===== config.mk =====
export PLATFORM = sky130hd
export DESIGN_NAME = stable_sorted_priority_queue
export DESIGN_NICKNAME = d
export VERILOG_FILES = /design/src/sv/ssp_pkg.sv /design/src/sv/ssp_cell.sv /design/src/sv/stable_sorted_priority_queue.sv
export SDC_FILE = /design/constraint.sdc
export NUM_CORES = 1
export LEC_CHECK = 0
export BUFFER_PORTS_ARGS = -buffer_cell sky130_fd_sc_hd__buf_2
export CAP_MARGIN = 0
export CORE_ASPECT_RATIO = 0.5
export CORE_UTILIZATION = 45
export DETAILED_ROUTE_END_ITERATION = 6
export REMOVE_ABC_BUFFERS = 1
export SYNTH_ARGS = -nofsm -noshare
export SYNTH_HDL_FRONTEND = slang
export SYNTH_SLANG_ARGS = --single-unit

===== constraint.sdc =====
create_clock -name clk -period 5.6 [get_ports clk]
set_input_delay 1.4 -clock clk [delete_from_list [all_inputs] [get_ports clk]]
set_output_delay 1.4 -clock clk [all_outputs]
set_load 0.1 [all_outputs]

===== src/sv/ssp_pkg.sv =====
// Shared types and constants for the stable sorted priority queue.
`timescale 1ns / 1ps
`default_nettype none

package ssp_pkg;

  // Default sizing
  localparam int QUEUE_DEPTH_DEF = 16;
  localparam int KEY_WIDTH_DEF   = 16;

  // Fixed field widths of the channels
  localparam int IN_KEY_W  = 16;
  localparam int TAG_W     = 16;
  localparam int OUT_KEY_W = 16;
  localparam int OCC_W     = 5;

  // Operation codes
  localparam logic OP_INSERT = 1'b0;
  localparam logic OP_POP    = 1'b1;

  // Result status codes
  typedef enum logic [1:0] {
    ST_OK    = 2'd0,
    ST_EMPTY = 2'd1,
    ST_FULL  = 2'd2
  } status_t;

  // Per-cycle command broadcast to every cell
  typedef struct packed {
    logic ins;
    logic pop;
  } cell_ctrl_t;

endpackage

`default_nettype wire


===== src/sv/ssp_cell.sv =====
// One slot of the sorted chain: holds a key and tag, shifts with its neighbors.
`timescale 1ns / 1ps
`default_nettype none

module ssp_cell #(
  parameter int KEY_WIDTH = ssp_pkg::KEY_WIDTH_DEF
) (
  input  wire logic                     clk,
  input  wire ssp_pkg::cell_ctrl_t      ctrl_i,
  input  wire logic                     occupied_i,
  input  wire logic [KEY_WIDTH-1:0]     new_key_i,
  input  wire logic [ssp_pkg::TAG_W-1:0] new_tag_i,
  input  wire logic                     left_keep_i,
  input  wire logic [KEY_WIDTH-1:0]     left_key_i,
  input  wire logic [ssp_pkg::TAG_W-1:0] left_tag_i,
  input  wire logic [KEY_WIDTH-1:0]     right_key_i,
  input  wire logic [ssp_pkg::TAG_W-1:0] right_tag_i,
  output logic                          keep_o,
  output logic [KEY_WIDTH-1:0]          key_o,
  output logic [ssp_pkg::TAG_W-1:0]     tag_o
);

  logic [KEY_WIDTH-1:0]      key_r, key_nxt;
  logic [ssp_pkg::TAG_W-1:0] tag_r, tag_nxt;
  logic                      keep;

  // Stay put on insert when holding an entry not greater than the new key
  assign keep = occupied_i && (key_r <= new_key_i);

  // Choose hold, take new, shift from left, or shift from right
  always_comb begin
    key_nxt = key_r;
    tag_nxt = tag_r;
    if (ctrl_i.ins) begin
      if (!keep) begin
        if (left_keep_i) begin
          key_nxt = new_key_i;
          tag_nxt = new_tag_i;
        end else begin
          key_nxt = left_key_i;
          tag_nxt = left_tag_i;
        end
      end
    end else if (ctrl_i.pop) begin
      key_nxt = right_key_i;
      tag_nxt = right_tag_i;
    end
  end

  always_ff @(posedge clk) begin
    key_r <= key_nxt;
    tag_r <= tag_nxt;
  end

  assign keep_o = keep;
  assign key_o  = key_r;
  assign tag_o  = tag_r;

endmodule

`default_nettype wire


===== src/sv/stable_sorted_priority_queue.sv =====
// Top level of the stable sorted priority queue: cell chain, count and result register.
// Usage:
//   Input channel (in_valid/in_ready) carries one operation per transaction:
//   insert (in_entry_key, in_entry_tag) or pop of the smallest entry.
//   Output channel (out_valid/out_ready) returns one result per transaction:
//   status, popped key and tag, and the occupancy after the operation.
//   Entries sit in a row of QUEUE_DEPTH cells in ascending key order; equal keys
//   keep arrival order. Every cell compares against the new key at once and
//   either holds, takes the new entry, or shifts from its neighbor, so an
//   operation completes in the cycle it is accepted.
//   The result is registered and appears in the cycle after the input transaction.
//   Throughput: one operation per cycle while results are taken; the single
//   result register is the only buffer between the two channels.
//   Stall: while a result waits with out_ready low, in_ready is low.
//   Reset (rst_n low, synchronous): queue empties, no result pending. Cell
//   contents are not cleared; only cells below the count are ever read.
//   Insert on a full queue is dropped (status full); pop on empty gives status
//   empty with zero key and tag.
`timescale 1ns / 1ps
`default_nettype none

module stable_sorted_priority_queue #(
  parameter int QUEUE_DEPTH = ssp_pkg::QUEUE_DEPTH_DEF,
  parameter int KEY_WIDTH   = ssp_pkg::KEY_WIDTH_DEF
) (
  input  wire logic                          clk,
  input  wire logic                          rst_n,
  input  wire logic                          in_valid,
  output logic                               in_ready,
  input  wire logic                          in_operation,
  input  wire logic [ssp_pkg::IN_KEY_W-1:0]  in_entry_key,
  input  wire logic [ssp_pkg::TAG_W-1:0]     in_entry_tag,
  output logic                               out_valid,
  input  wire logic                          out_ready,
  output logic [1:0]                         out_status,
  output logic [ssp_pkg::OUT_KEY_W-1:0]      out_popped_key,
  output logic [ssp_pkg::TAG_W-1:0]          out_popped_tag,
  output logic [ssp_pkg::OCC_W-1:0]          out_occupancy
);

  localparam int CNT_W = $clog2(QUEUE_DEPTH + 1);

  logic [CNT_W-1:0] count_r, count_nxt;
  logic             out_valid_r, out_valid_nxt;
  ssp_pkg::status_t out_status_r, out_status_nxt;
  logic [ssp_pkg::OUT_KEY_W-1:0] out_key_r, out_key_nxt;
  logic [ssp_pkg::TAG_W-1:0]     out_tag_r, out_tag_nxt;
  logic [ssp_pkg::OCC_W-1:0]     out_occ_r, out_occ_nxt;

  logic                in_fire, is_full, is_empty;
  ssp_pkg::cell_ctrl_t ctrl;
  logic [KEY_WIDTH-1:0] new_key;

  logic [KEY_WIDTH-1:0]      cell_key [QUEUE_DEPTH];
  logic [ssp_pkg::TAG_W-1:0] cell_tag [QUEUE_DEPTH];
  logic [QUEUE_DEPTH-1:0]    cell_keep;
  logic [QUEUE_DEPTH-1:0]    cell_occ;

  logic [KEY_WIDTH+ssp_pkg::IN_KEY_W-1:0]  key_in_ext;
  logic [KEY_WIDTH+ssp_pkg::OUT_KEY_W-1:0] key_out_ext;
  logic [CNT_W+ssp_pkg::OCC_W-1:0]         occ_ext;

  // Accept when the result register is free or being drained
  assign in_ready = !out_valid_r || out_ready;
  assign in_fire  = in_valid && in_ready;
  assign is_full  = (count_r == CNT_W'(QUEUE_DEPTH));
  assign is_empty = (count_r == '0);

  // Fit the input key to the stored key width
  assign key_in_ext = {{KEY_WIDTH{1'b0}}, in_entry_key};
  assign new_key    = key_in_ext[KEY_WIDTH-1:0];

  // Broadcast command to the chain
  assign ctrl.ins = in_fire && (in_operation == ssp_pkg::OP_INSERT) && !is_full;
  assign ctrl.pop = in_fire && (in_operation == ssp_pkg::OP_POP) && !is_empty;

  // Build the cell chain
  for (genvar i = 0; i < QUEUE_DEPTH; i++) begin : g_cell
    logic [KEY_WIDTH-1:0]      l_key, r_key;
    logic [ssp_pkg::TAG_W-1:0] l_tag, r_tag;
    logic                      l_keep;

    assign cell_occ[i] = (CNT_W'(i) < count_r);

    if (i == 0) begin : g_head
      assign l_keep = 1'b1;
      assign l_key  = new_key;
      assign l_tag  = in_entry_tag;
    end else begin : g_body
      assign l_keep = cell_keep[i-1];
      assign l_key  = cell_key[i-1];
      assign l_tag  = cell_tag[i-1];
    end

    if (i == QUEUE_DEPTH - 1) begin : g_tail
      assign r_key = cell_key[i];
      assign r_tag = cell_tag[i];
    end else begin : g_inner
      assign r_key = cell_key[i+1];
      assign r_tag = cell_tag[i+1];
    end

    ssp_cell #(
      .KEY_WIDTH (KEY_WIDTH)
    ) u_cell (
      .clk         (clk),
      .ctrl_i      (ctrl),
      .occupied_i  (cell_occ[i]),
      .new_key_i   (new_key),
      .new_tag_i   (in_entry_tag),
      .left_keep_i (l_keep),
      .left_key_i  (l_key),
      .left_tag_i  (l_tag),
      .right_key_i (r_key),
      .right_tag_i (r_tag),
      .keep_o      (cell_keep[i]),
      .key_o       (cell_key[i]),
      .tag_o       (cell_tag[i])
    );
  end

  // Fit the head key and the count to the output field widths
  assign key_out_ext = {{ssp_pkg::OUT_KEY_W{1'b0}}, cell_key[0]};
  assign occ_ext     = {{ssp_pkg::OCC_W{1'b0}}, count_nxt};

  // Update count and load the result register
  always_comb begin
    count_nxt      = count_r;
    out_valid_nxt  = out_valid_r;
    out_status_nxt = out_status_r;
    out_key_nxt    = out_key_r;
    out_tag_nxt    = out_tag_r;
    out_occ_nxt    = out_occ_r;
    if (ctrl.ins) begin
      count_nxt = count_r + CNT_W'(1);
    end else if (ctrl.pop) begin
      count_nxt = count_r - CNT_W'(1);
    end
    if (in_fire) begin
      out_valid_nxt = 1'b1;
      out_key_nxt   = '0;
      out_tag_nxt   = '0;
      out_occ_nxt   = occ_ext[ssp_pkg::OCC_W-1:0];
      unique case (in_operation)
        ssp_pkg::OP_INSERT: begin
          out_status_nxt = is_full ? ssp_pkg::ST_FULL : ssp_pkg::ST_OK;
        end
        ssp_pkg::OP_POP: begin
          if (is_empty) begin
            out_status_nxt = ssp_pkg::ST_EMPTY;
          end else begin
            out_status_nxt = ssp_pkg::ST_OK;
            out_key_nxt    = key_out_ext[ssp_pkg::OUT_KEY_W-1:0];
            out_tag_nxt    = cell_tag[0];
          end
        end
        default: begin
          out_status_nxt = ssp_pkg::ST_OK;
        end
      endcase
    end else if (out_ready) begin
      out_valid_nxt = 1'b0;
    end
  end

  always_ff @(posedge clk) begin
    if (!rst_n) begin
      count_r     <= '0;
      out_valid_r <= 1'b0;
    end else begin
      count_r     <= count_nxt;
      out_valid_r <= out_valid_nxt;
    end
    out_status_r <= out_status_nxt;
    out_key_r    <= out_key_nxt;
    out_tag_r    <= out_tag_nxt;
    out_occ_r    <= out_occ_nxt;
  end

  assign out_valid      = out_valid_r;
  assign out_status     = out_status_r;
  assign out_popped_key = out_key_r;
  assign out_popped_tag = out_tag_r;
  assign out_occupancy  = out_occ_r;

`ifndef NO_ASSERTIONS
  // Count never exceeds the number of cells
  a_count_bound: assert property (@(posedge clk) disable iff (!rst_n)
    count_r <= CNT_W'(QUEUE_DEPTH))
    else $error("entry count exceeds queue depth");

  // Insert on a full queue reports full and leaves the count alone
  a_full_drop: assert property (@(posedge clk) disable iff (!rst_n)
    in_fire && (in_operation == ssp_pkg::OP_INSERT) && is_full
    |=> (out_status_r == ssp_pkg::ST_FULL) && (count_r == CNT_W'(QUEUE_DEPTH)))
    else $error("insert on full queue not dropped");

  // Successful pop returns the head entry's tag and shrinks the count by one
  a_pop_head: assert property (@(posedge clk) disable iff (!rst_n)
    ctrl.pop |=> (out_tag_r == $past(cell_tag[0]))
                 && (count_r == $past(count_r) - CNT_W'(1)))
    else $error("pop did not return the head entry");

  // Head cell holds the smallest of the two front entries
  a_head_order: assert property (@(posedge clk) disable iff (!rst_n)
    (count_r > CNT_W'(1)) |-> (cell_key[0] <= cell_key[1]))
    else $error("front entries out of order");
`endif

endmodule

`default_nettype wire

; Word-level counts from Yosys, hierarchy flattened
; Cells that the tools add are included.
[classes]
n_addsub = 2
order_cmp = 32
eq_ne = 16
mux = 127
bitwise_logic = 2
n_reduce_logical = 45
[op_table]
columns = op, n
row1 = 16-bit 2-to-1 mux, 120
row2 = 16-bit <= comparator, 16
row3 = "4-bit by 5-bit < comparator with 1-bit output, first input constant", 8
row4 = 2-bit AND reduction, 16
row5 = "2-bit inequality test, second input constant", 15
row6 = 1-bit logical AND, 21
row7 = "3-bit by 5-bit < comparator with 1-bit output, first input constant", 4
row8 = "1-bit by 5-bit < comparator with 1-bit output, first input constant", 2
row9 = "2-bit by 5-bit < comparator with 1-bit output, first input constant", 2
row10 = 5-bit 2-to-1 mux, 2
row11 = "5-bit by 1-bit adder with 5-bit output, second input constant", 1
row12 = "5-bit equality test, second input constant", 1
row13 = 5-bit logical NOT, 1
row14 = "5-bit by 1-bit subtractor with 5-bit output, second input constant", 1
row15 = 2-bit one-hot mux with 2 select lines, 1
row16 = 2-bit nonzero test, 2
row17 = 1-bit logical NOT, 3
row18 = 1-bit 2-to-1 mux, 3
row19 = 2-bit 2-to-1 mux, 1
row20 = 1-bit NOT, 2
row21 = 2-bit OR reduction, 1
row22 = 1-bit logical OR, 1
[word_totals]
ff_bits = 557
output_inout_bits = 41
wordCells = 262

; Longest topological paths before layout
; Gate-level depths: netlist (run 1).
[logic_depth]
ltp_word = 7
depth_mapped = 11
mapped_depth_nobuf = 8

; Cells and area by module
; A second synthesis (run 1) with hierarchy kept.
[hier_totals]
cells_unflattened = 3342
hier_area_um2 = 35420.2
[modules_own_cells]
columns = module, instances, cells_per_inst, area_each_um2, seq_area_each_um2
row1 = ssp_cell at g_cell[0].u_cell ..., 15, 198, 2084.5, 960.9
row2 = ssp_cell at g_cell[9].u_cell, 1, 198, 2088.3, 960.9
row3 = stable_sorted_priority_queue, 1, 174, 2064.5, 1291.2

; Worst setup path before layout (run 1)
; OpenSTA, ideal clock, no wires.
[synth_timing]
kind = input to register
startpoint = input out_ready
endpoint = register g_cell[12].u_cell.key_r[0] (enable)
setup_time_ps = 389
arrival_time_ps = 4523
t_required_ps = 5211
slack_ps = 688
stages = 9
n_path_buf = 4
cell_sequence = nand2b_1 nand3b_1 nor2_2 buf_2 buf_2 buf_2 buf_2 nand2_1 nand2_1
[synth_via]
elab_chain_cells = 6
word_cells_on_any_way = 9
cone_classes = eq/ne: 1 / reduce/logical: 8
[synth_rtl]
columns = item, line
row1 = from (decl), stable_sorted_priority_queue.sv:34  ; input wire logic out_ready,
row2 = 1-bit logical OR (*), stable_sorted_priority_queue.sv:64  ; assign in_ready = !out_valid_r || out_ready;
row3 = 1-bit logical AND (*), stable_sorted_priority_queue.sv:65  ; assign in_fire = in_valid && in_ready;
row4 = 1-bit logical AND (on tied branches) (2 in series), "stable_sorted_priority_queue.sv:74, stable_sorted_priority_queue.sv:75"
row5 = 2-bit inequality test (no line) / 2-bit nonzero test (equally long branches), --
row6 = 2-bit AND reduction (no line) (*), --
row7 = to (signal assigned), ssp_cell.sv:51  ; key_r <= key_nxt;
row8 = to (decl), ssp_cell.sv:23  ; logic [KEY_WIDTH-1:0] key_r, key_nxt;
; Mark *: on every way between the ends. The rest lies on a longest branch, timed or not.
; A chain may end at the register's enable or synchronous reset.

; Worst setup path after layout (run 1)
[layout_timing]
startpoint = input in_entry_key[2] (netlist name)
endpoint = register g_cell[4].u_cell.tag_r (netlist bit g_cell[4].u_cell.tag_o[2]), data pin
[layout_via]
elab_chain_cells = 5
[layout_rtl]
columns = item, line
row1 = from (decl), stable_sorted_priority_queue.sv:31  ; input wire logic [ssp_pkg::IN_KEY_W-1:0] in_entry_key,
row2 = 16-bit <= comparator, ssp_cell.sv:28  ; assign keep = occupied_i && (key_r <= new_key_i);
row3 = 1-bit logical AND, ssp_cell.sv:28
row4 = 16-bit 2-to-1 mux, ssp_cell.sv:36  ; if (left_keep_i) begin
row5 = 16-bit 2-to-1 mux, ssp_cell.sv:35  ; if (!keep) begin
row6 = 16-bit 2-to-1 mux, ssp_cell.sv:34  ; if (ctrl_i.ins) begin
row7 = "via g_cell[4].u_cell.tag_nxt, one bit", ssp_cell.sv:24  ; logic [ssp_pkg::TAG_W-1:0] tag_r, tag_nxt;
row8 = to (signal assigned), ssp_cell.sv:52  ; tag_r <= tag_nxt;
row9 = to (decl), ssp_cell.sv:24
; The timed path passes the listed nets, and every way through them passes these cells. The select of a mux whose other input is x is not followed.

==> impl_metrics.tcl, run 1 <==
set metrics [dict create \
    dr.first_iter.drc_count 2549 \
    layout.nets 3018 \
    synth.distinct_cells 64 \
    syn2layout_area_growth_pct 10.2 \
    drv_cap 0 \
    reg2reg_from "count_r[0]" \
    final_core_util_pct 50.3 \
    regToRegSetupSlack_ps 2180 \
    min_to "out_popped_tag[8]" \
    finalMaxSlewViolations 0 \
    power.total_uw 12300 \
    tns_ps 0 \
    worstSkewPairLatency_ps 640 \
    synthCells 2692 \
    power_density_nw_per_um2 343 \
    final-hold-violation-count 0 \
    combPwrFrac_pct 21.9 \
    diodes 0 \
    dieWidth_um 382 \
    synth-seq-cells 557 \
    layout-drive-gt1-share_pct 14.7 \
    path_max_fanout 32 \
    ys.flop_type "edfxtp_1" \
    postCtsHoldBufs 0 \
    grt-ovfl-total 0 \
    antenna_found_initial 1 \
    cts_root_buf "clkbuf_16" \
    crit_arrival_ps 4860 \
    synth.top_cells.by_count "edfxtp_1, nand2b_1, ha_1, o221a_1, nor2_1" \
    path_class "input port to flip-flop" \
    drc 0 \
    tightest_slew_ps 1070 \
    grt_pass1_wl_um 140000 \
    gp_congestion 0.875 \
    synth-seq-area-share_pct 51.3 \
    post_drt_via_cell_ratio 6.19 \
    io_buffers 77 \
    netlist_area_sq_um 32500 \
    grt_max_degree 178 \
    async_reset_ff_share_pct 0 \
    start_util_pct 45.6 \
    total_leakage_power_uw 0.0132 \
    io_pins 78 \
    wirelength_um 93300 \
    final_antenna_net_count 0 \
    synth_most_common_cell "edfxtp_1" \
    grtUsageTotal_pct 25.2 \
    final_area_sq_um 35800 \
    whs_path_depth 1 \
    fillCellCount 6187 \
    dr.pass1.iters 5 \
    synth_area_leaders "edfxtp_1, ha_1, o221a_1" \
    cts.sinks 557 \
    p_seq_share_pct 47.9 \
    cts-htree-levels 2 \
    fp.dieH_um 192 \
    synth_area_leader_cell "edfxtp_1" \
    hp-start "g_cell[0].u_cell.tag_o[8]" \
    cts_tree "built" \
    clk_pin_slew_worst_paths_ps 70 \
    setup_violations 0 \
    internal_power_uw 8500 \
    reg2reg_depth 7 \
    rsz0062_at_grt "false" \
    syn_avg_cell_area_sq_um 12.1 \
    finClkSkew_ps 14.1 \
    placed_cell_area_sq_um 34100 \
    dieArea_sq_um 73400 \
    clock_power_share_pct 30.1 \
    post-route-period-util_pct 80.4 \
    min_period_ps 4500 \
    status "finished, final reports clean" \
    num_vias 23000 \
    grt_pass1_vias 21800 \
    cts_buffers 54 \
    synth_warnings 0 \
    hp-class "flip-flop to flip-flop" \
    post_cts_resized 0 \
    p_sw_uw 3770 \
    synth.top_cell.area_share_pct 50.9 \
    routedWlPerCell_um 25.1 \
    critPathLaunchType "input port" \
    vdd.ir_drop.worst_v 0.000240 \
    core_sq_um 71200 \
    fmax_mhz 222 \
    switching_share_pct 30.7 \
    cp-end-kind "flip-flop" \
    hpwl_um 67400 \
    clockBufferDepth 3 \
    synth_edf_count 551 \
    post_cts_buffers 0 \
    rr_endpoint "g_cell[15].u_cell.tag_o[5]" \
    slew_headroom_pct 28.4 \
    rows 69 \
    required_ps 5960 \
]
layout by cell type (no fill, tap or decap), types with 6 or more instances in the layout:
cell,netlist,final
edfxtp_1,551,551
nand2b_1,347,346
ha_1,259,259
o221a_1,241,241
nor2_1,181,181
a21oi_1,147,147
nand2_1,119,119
o221a_2,111,111
buf_4,4,90
buf_2,21,77
a221oi_1,65,65
o21ai_0,59,59
inv_1,56,55
nand4_1,55,55
clkbuf_16,0,55
and2_1,38,38
mux2i_1,33,33
mux2_2,31,31
o21a_1,21,21
o211ai_1,17,17
clkinv_1,0,17
nor2b_1,16,16
a21o_1,15,15
clkinv_2,0,12
nand3_1,10,10
o22ai_1,10,10
or3_1,10,10
a2111oi_0,8,8
and3_1,8,8
nor3_1,8,8
or2_1,8,8
clkbuf_1,155,6
dfxtp_1,6,6
flip-flops by register name, indices dropped and copies added (netlist names):
signal	cells
count_r	5
g_cell.u_cell.key_o	256
g_cell.u_cell.tag_o	256
out_occupancy	5
out_popped_key	16
out_popped_tag	16
out_status	2
out_valid	1
metal layers:
layer | wire [um] | vias up | global-route usage, %
li1 | - | 10700 | -
met1 | 47000 | 11300 | 40.2
met2 | 36500 | 847 | 33.8
met3 | 8320 | 106 | 5.78
met4 | 1470 | 2 | 5.37
met5 | 10 | - | 0
worst max-delay path by stage:
stage                    start                         end  slack, ps  cells past startpoint
5_1_grt        in_entry_key[8]  g_cell[11].u_cell.key_o[7]       1040                      8
4_1_cts        in_entry_key[8]  g_cell[11].u_cell.key_o[9]       1250                      8
2_1_floorplan        out_ready   g_cell[0].u_cell.key_o[0]      -9290                      6
3_3_place_gp   in_entry_key[8]  g_cell[11].u_cell.tag_o[5]        620                      8
3_5_place_dp   in_entry_key[8]  g_cell[11].u_cell.key_o[9]        570                      8
6_report       in_entry_key[2]   g_cell[4].u_cell.tag_o[2]       1100                     10
through the flow:
step                hold WS, ps  std cells  setup slack [ps]
CTS                         563       3721              1250
global route                579       3721              1040
global placement            536       3624               623
detailed placement          548       3624               567
finish                      557       3721              1100
floorplan                   523       2495             -9290
area by class of cell:
| cell class | count | area (sq um) | area share (%) |
|---|---|---|---|
| clock inverters | 36 | 307 | 0.856 |
| inverters | 56 | 210 | 0.587 |
| flip-flops and latches | 557 | 16700 | 46.5 |
| well taps | 958 | 1200 | 3.35 |
| clock buffers | 61 | 1400 | 3.91 |
| repair buffers | 171 | 1140 | 3.19 |
| multi-input cells | 1882 | 14900 | 41.6 |
critical path, stage by stage:
cell and delay, ps:
buf_2 380, inv_1 580, buf_4 360, ha_1 320, o211ai_1 150, a2111oi_0 170, o31ai_1 630, and3_1 240
buf_4 380, a221oi_1 170
cells by family after synthesis:
family	Yosys count	share of synthesized area [%]
flops	557	51.3
mux	64	2.09
fa+ha+maj	259	9.97
xor+xnor	3	0.0809
buf+inv	253	3.19
compound gates	738	19.9
simple gates	818	13.5
power groups by stage:
stage                     clock network [uW]  logic, uW  registers (uW)
after floorplan                            0       1800            5940
after global placement                     0       2590            5950
after detailed placement                   0       2680            5950
after CTS                               3760       2680            5870
after global routing                    3900       2960            5940
final                                   3690       2690            5880
Power figures use the tool's default switching activity.
==> run 2, diff against run 1 <==
- clock period: 5.6 -> 3.87 ns (I/O delays scaled with it)
==> impl_metrics.tcl, run 2 (synthesized netlist as in run 1, its figures left out) <==
set metrics [dict create \
    final_antenna_net_count 0 \
    num_vias 22800 \
    fmax_mhz 318 \
    cts_tree "built" \
    gp_congestion 0.870 \
    worstSkewPairLatency_ps 620 \
    status "finished, final reports clean" \
    hp-start "g_cell[0].u_cell.tag_o[13]" \
    p_seq_share_pct 48.1 \
    grt_max_degree 78 \
    crit_family "simple AND/OR/NAND/NOR gates" \
    layout-drive-gt1-share_pct 15.4 \
    placed_cell_area_sq_um 34800 \
    dieWidth_um 382 \
    rsz0062_at_grt "false" \
    combPwrFrac_pct 22.6 \
    clock_power_share_pct 29.2 \
    antenna_found_initial 0 \
    finalMaxSlewViolations 0 \
    core_sq_um 71200 \
    routedWlPerCell_um 23.8 \
    path_common_cell "buf_12" \
    cts.sinks 557 \
    finClkSkew_ps 14.8 \
    critPathMaxStageDelay_ps 600 \
    cts-htree-levels 2 \
    required_ps 4220 \
    slew_headroom_pct 27.8 \
    min_period_ps 3150 \
    crit_arrival_ps 3490 \
    critPathLaunchType "input port" \
    drc 0 \
    power_density_nw_per_um2 483 \
    hpwl_um 67600 \
    post_cts_buffers 0 \
    fillCellCount 6198 \
    path_class "input port to flip-flop" \
    seqCellArea_sq_um 16700 \
    final_cell_mix "edfxtp_1, nand2b_1, ha_1, o221a_1, nor2_1" \
    wirelength_um 89000 \
    clockBufferDepth 3 \
    io_buffers 77 \
    syn2layout_area_growth_pct 12.3 \
    post_cts_resized 0 \
    start_util_pct 45.6 \
    final_area_sq_um 36500 \
    postCtsHoldBufs 0 \
    grt_pass1_wl_um 136000 \
    p_sw_uw 5340 \
    layout.nets 3039 \
    dr.pass1.iters 5 \
    final_common_cell "edfxtp_1" \
    cts_buffers 53 \
    grt_pass1_vias 21600 \
    path_cells "buf_2 -> inv_1 -> buf_12 -> ha_1 -> nand4_1 -> or4_1 -> a21o_1 -> a31oi_4 -> buf_12 -> mux2i_1 -> a21oi_1" \
    final_core_util_pct 51.2 \
    tns_ps 0 \
    post_drt_via_cell_ratio 6.09 \
    diodes 0 \
    clk_pin_slew_worst_paths_ps 60 \
    total_leakage_power_uw 0.0135 \
    rows 69 \
    setup_violations 0 \
    dr.first_iter.drc_count 2363 \
    crit_start "in_entry_key[14]" \
    crit_buf_inv 4 \
    hp-class "flip-flop to flip-flop" \
    fp.dieH_um 192 \
    cts_root_buf "clkbuf_16" \
    vdd.ir_drop.worst_v 0.000330 \
    post-route-period-util_pct 81.3 \
    multi_input_comb_area_sq_um 14900 \
    io_pins 78 \
    drv_cap 0 \
    dieArea_sq_um 73400 \
    cp-end-kind "flip-flop" \
    grt-ovfl-total 0 \
    grtUsageTotal_pct 24.2 \
    tightest_slew_ps 1080 \
    reg2reg_from "g_cell[13].u_cell.key_o[13]" \
    final-hold-violation-count 0 \
    power.total_uw 17600 \
    switching_share_pct 30.3 \
    crit_path_top_delay_cell "or4_1" \
    internal_power_uw 12300 \
    path_max_fanout 18 \
]
-- run 2: cell types whose count changed in the layout (fill, tap and decap cells not counted), sizes merged --
cell      before  now
buf          171  193
bufinv         5    4
clkbuf        61   65
clkinv        31   18
clkinvlp       0    6
inv           56   59
-- run 2: power groups by stage --
stage               Sequential (uW)  Clock [uW]  Combinational, uW
global route                   8580        5490               4390
detailed placement             8600           0               3980
finish                         8490        5160               3990
floorplan                      8590           0               2610
CTS                            8470        5260               3990
global placement               8580           0               3850
-- run 2: layout make-up --
class                      count  share of cell area (%)
clock inverter                31                   0.748
inverter                      56                   0.576
tap                          958                    3.29
multi-input combinational   1882                    40.8
timing repair buffer         193                    5.16
sequential                   557                    45.7
clock buffer                  65                    3.76
-- run 2: path summary, 6_finish.rpt --
kind / to / slack [ps] / cells after the start
worst max register to register: g_cell[14].u_cell.tag_o[5] / 920 / 6
worst min-delay path: out_popped_tag[13] / 560 / 1
worst max-delay path: g_cell[13].u_cell.tag_o[4] / 720 / 11
worst min register to register: out_popped_tag[13] / 560 / 1
-- run 2: metal layers --
layer	up-vias	part of all wire [%]	global-route usage (%)
met4	0	1.3	4.29
met1	11200	52	39.6
met2	798	39	32.8
met5	-	0	0
met3	88	8.3	3.89
li1	10800	-	-
-- run 2: stage by stage --
stage / hold slack, ps / worst slack (ps) / instances
floorplan: 523 / -10750 / 2495
global placement: 534 / 92.8 / 3646
detailed placement: 545 / 87.5 / 3646
CTS: 561 / 742 / 3742
global route: 578 / 541 / 3742
finish: 563 / 723 / 3742
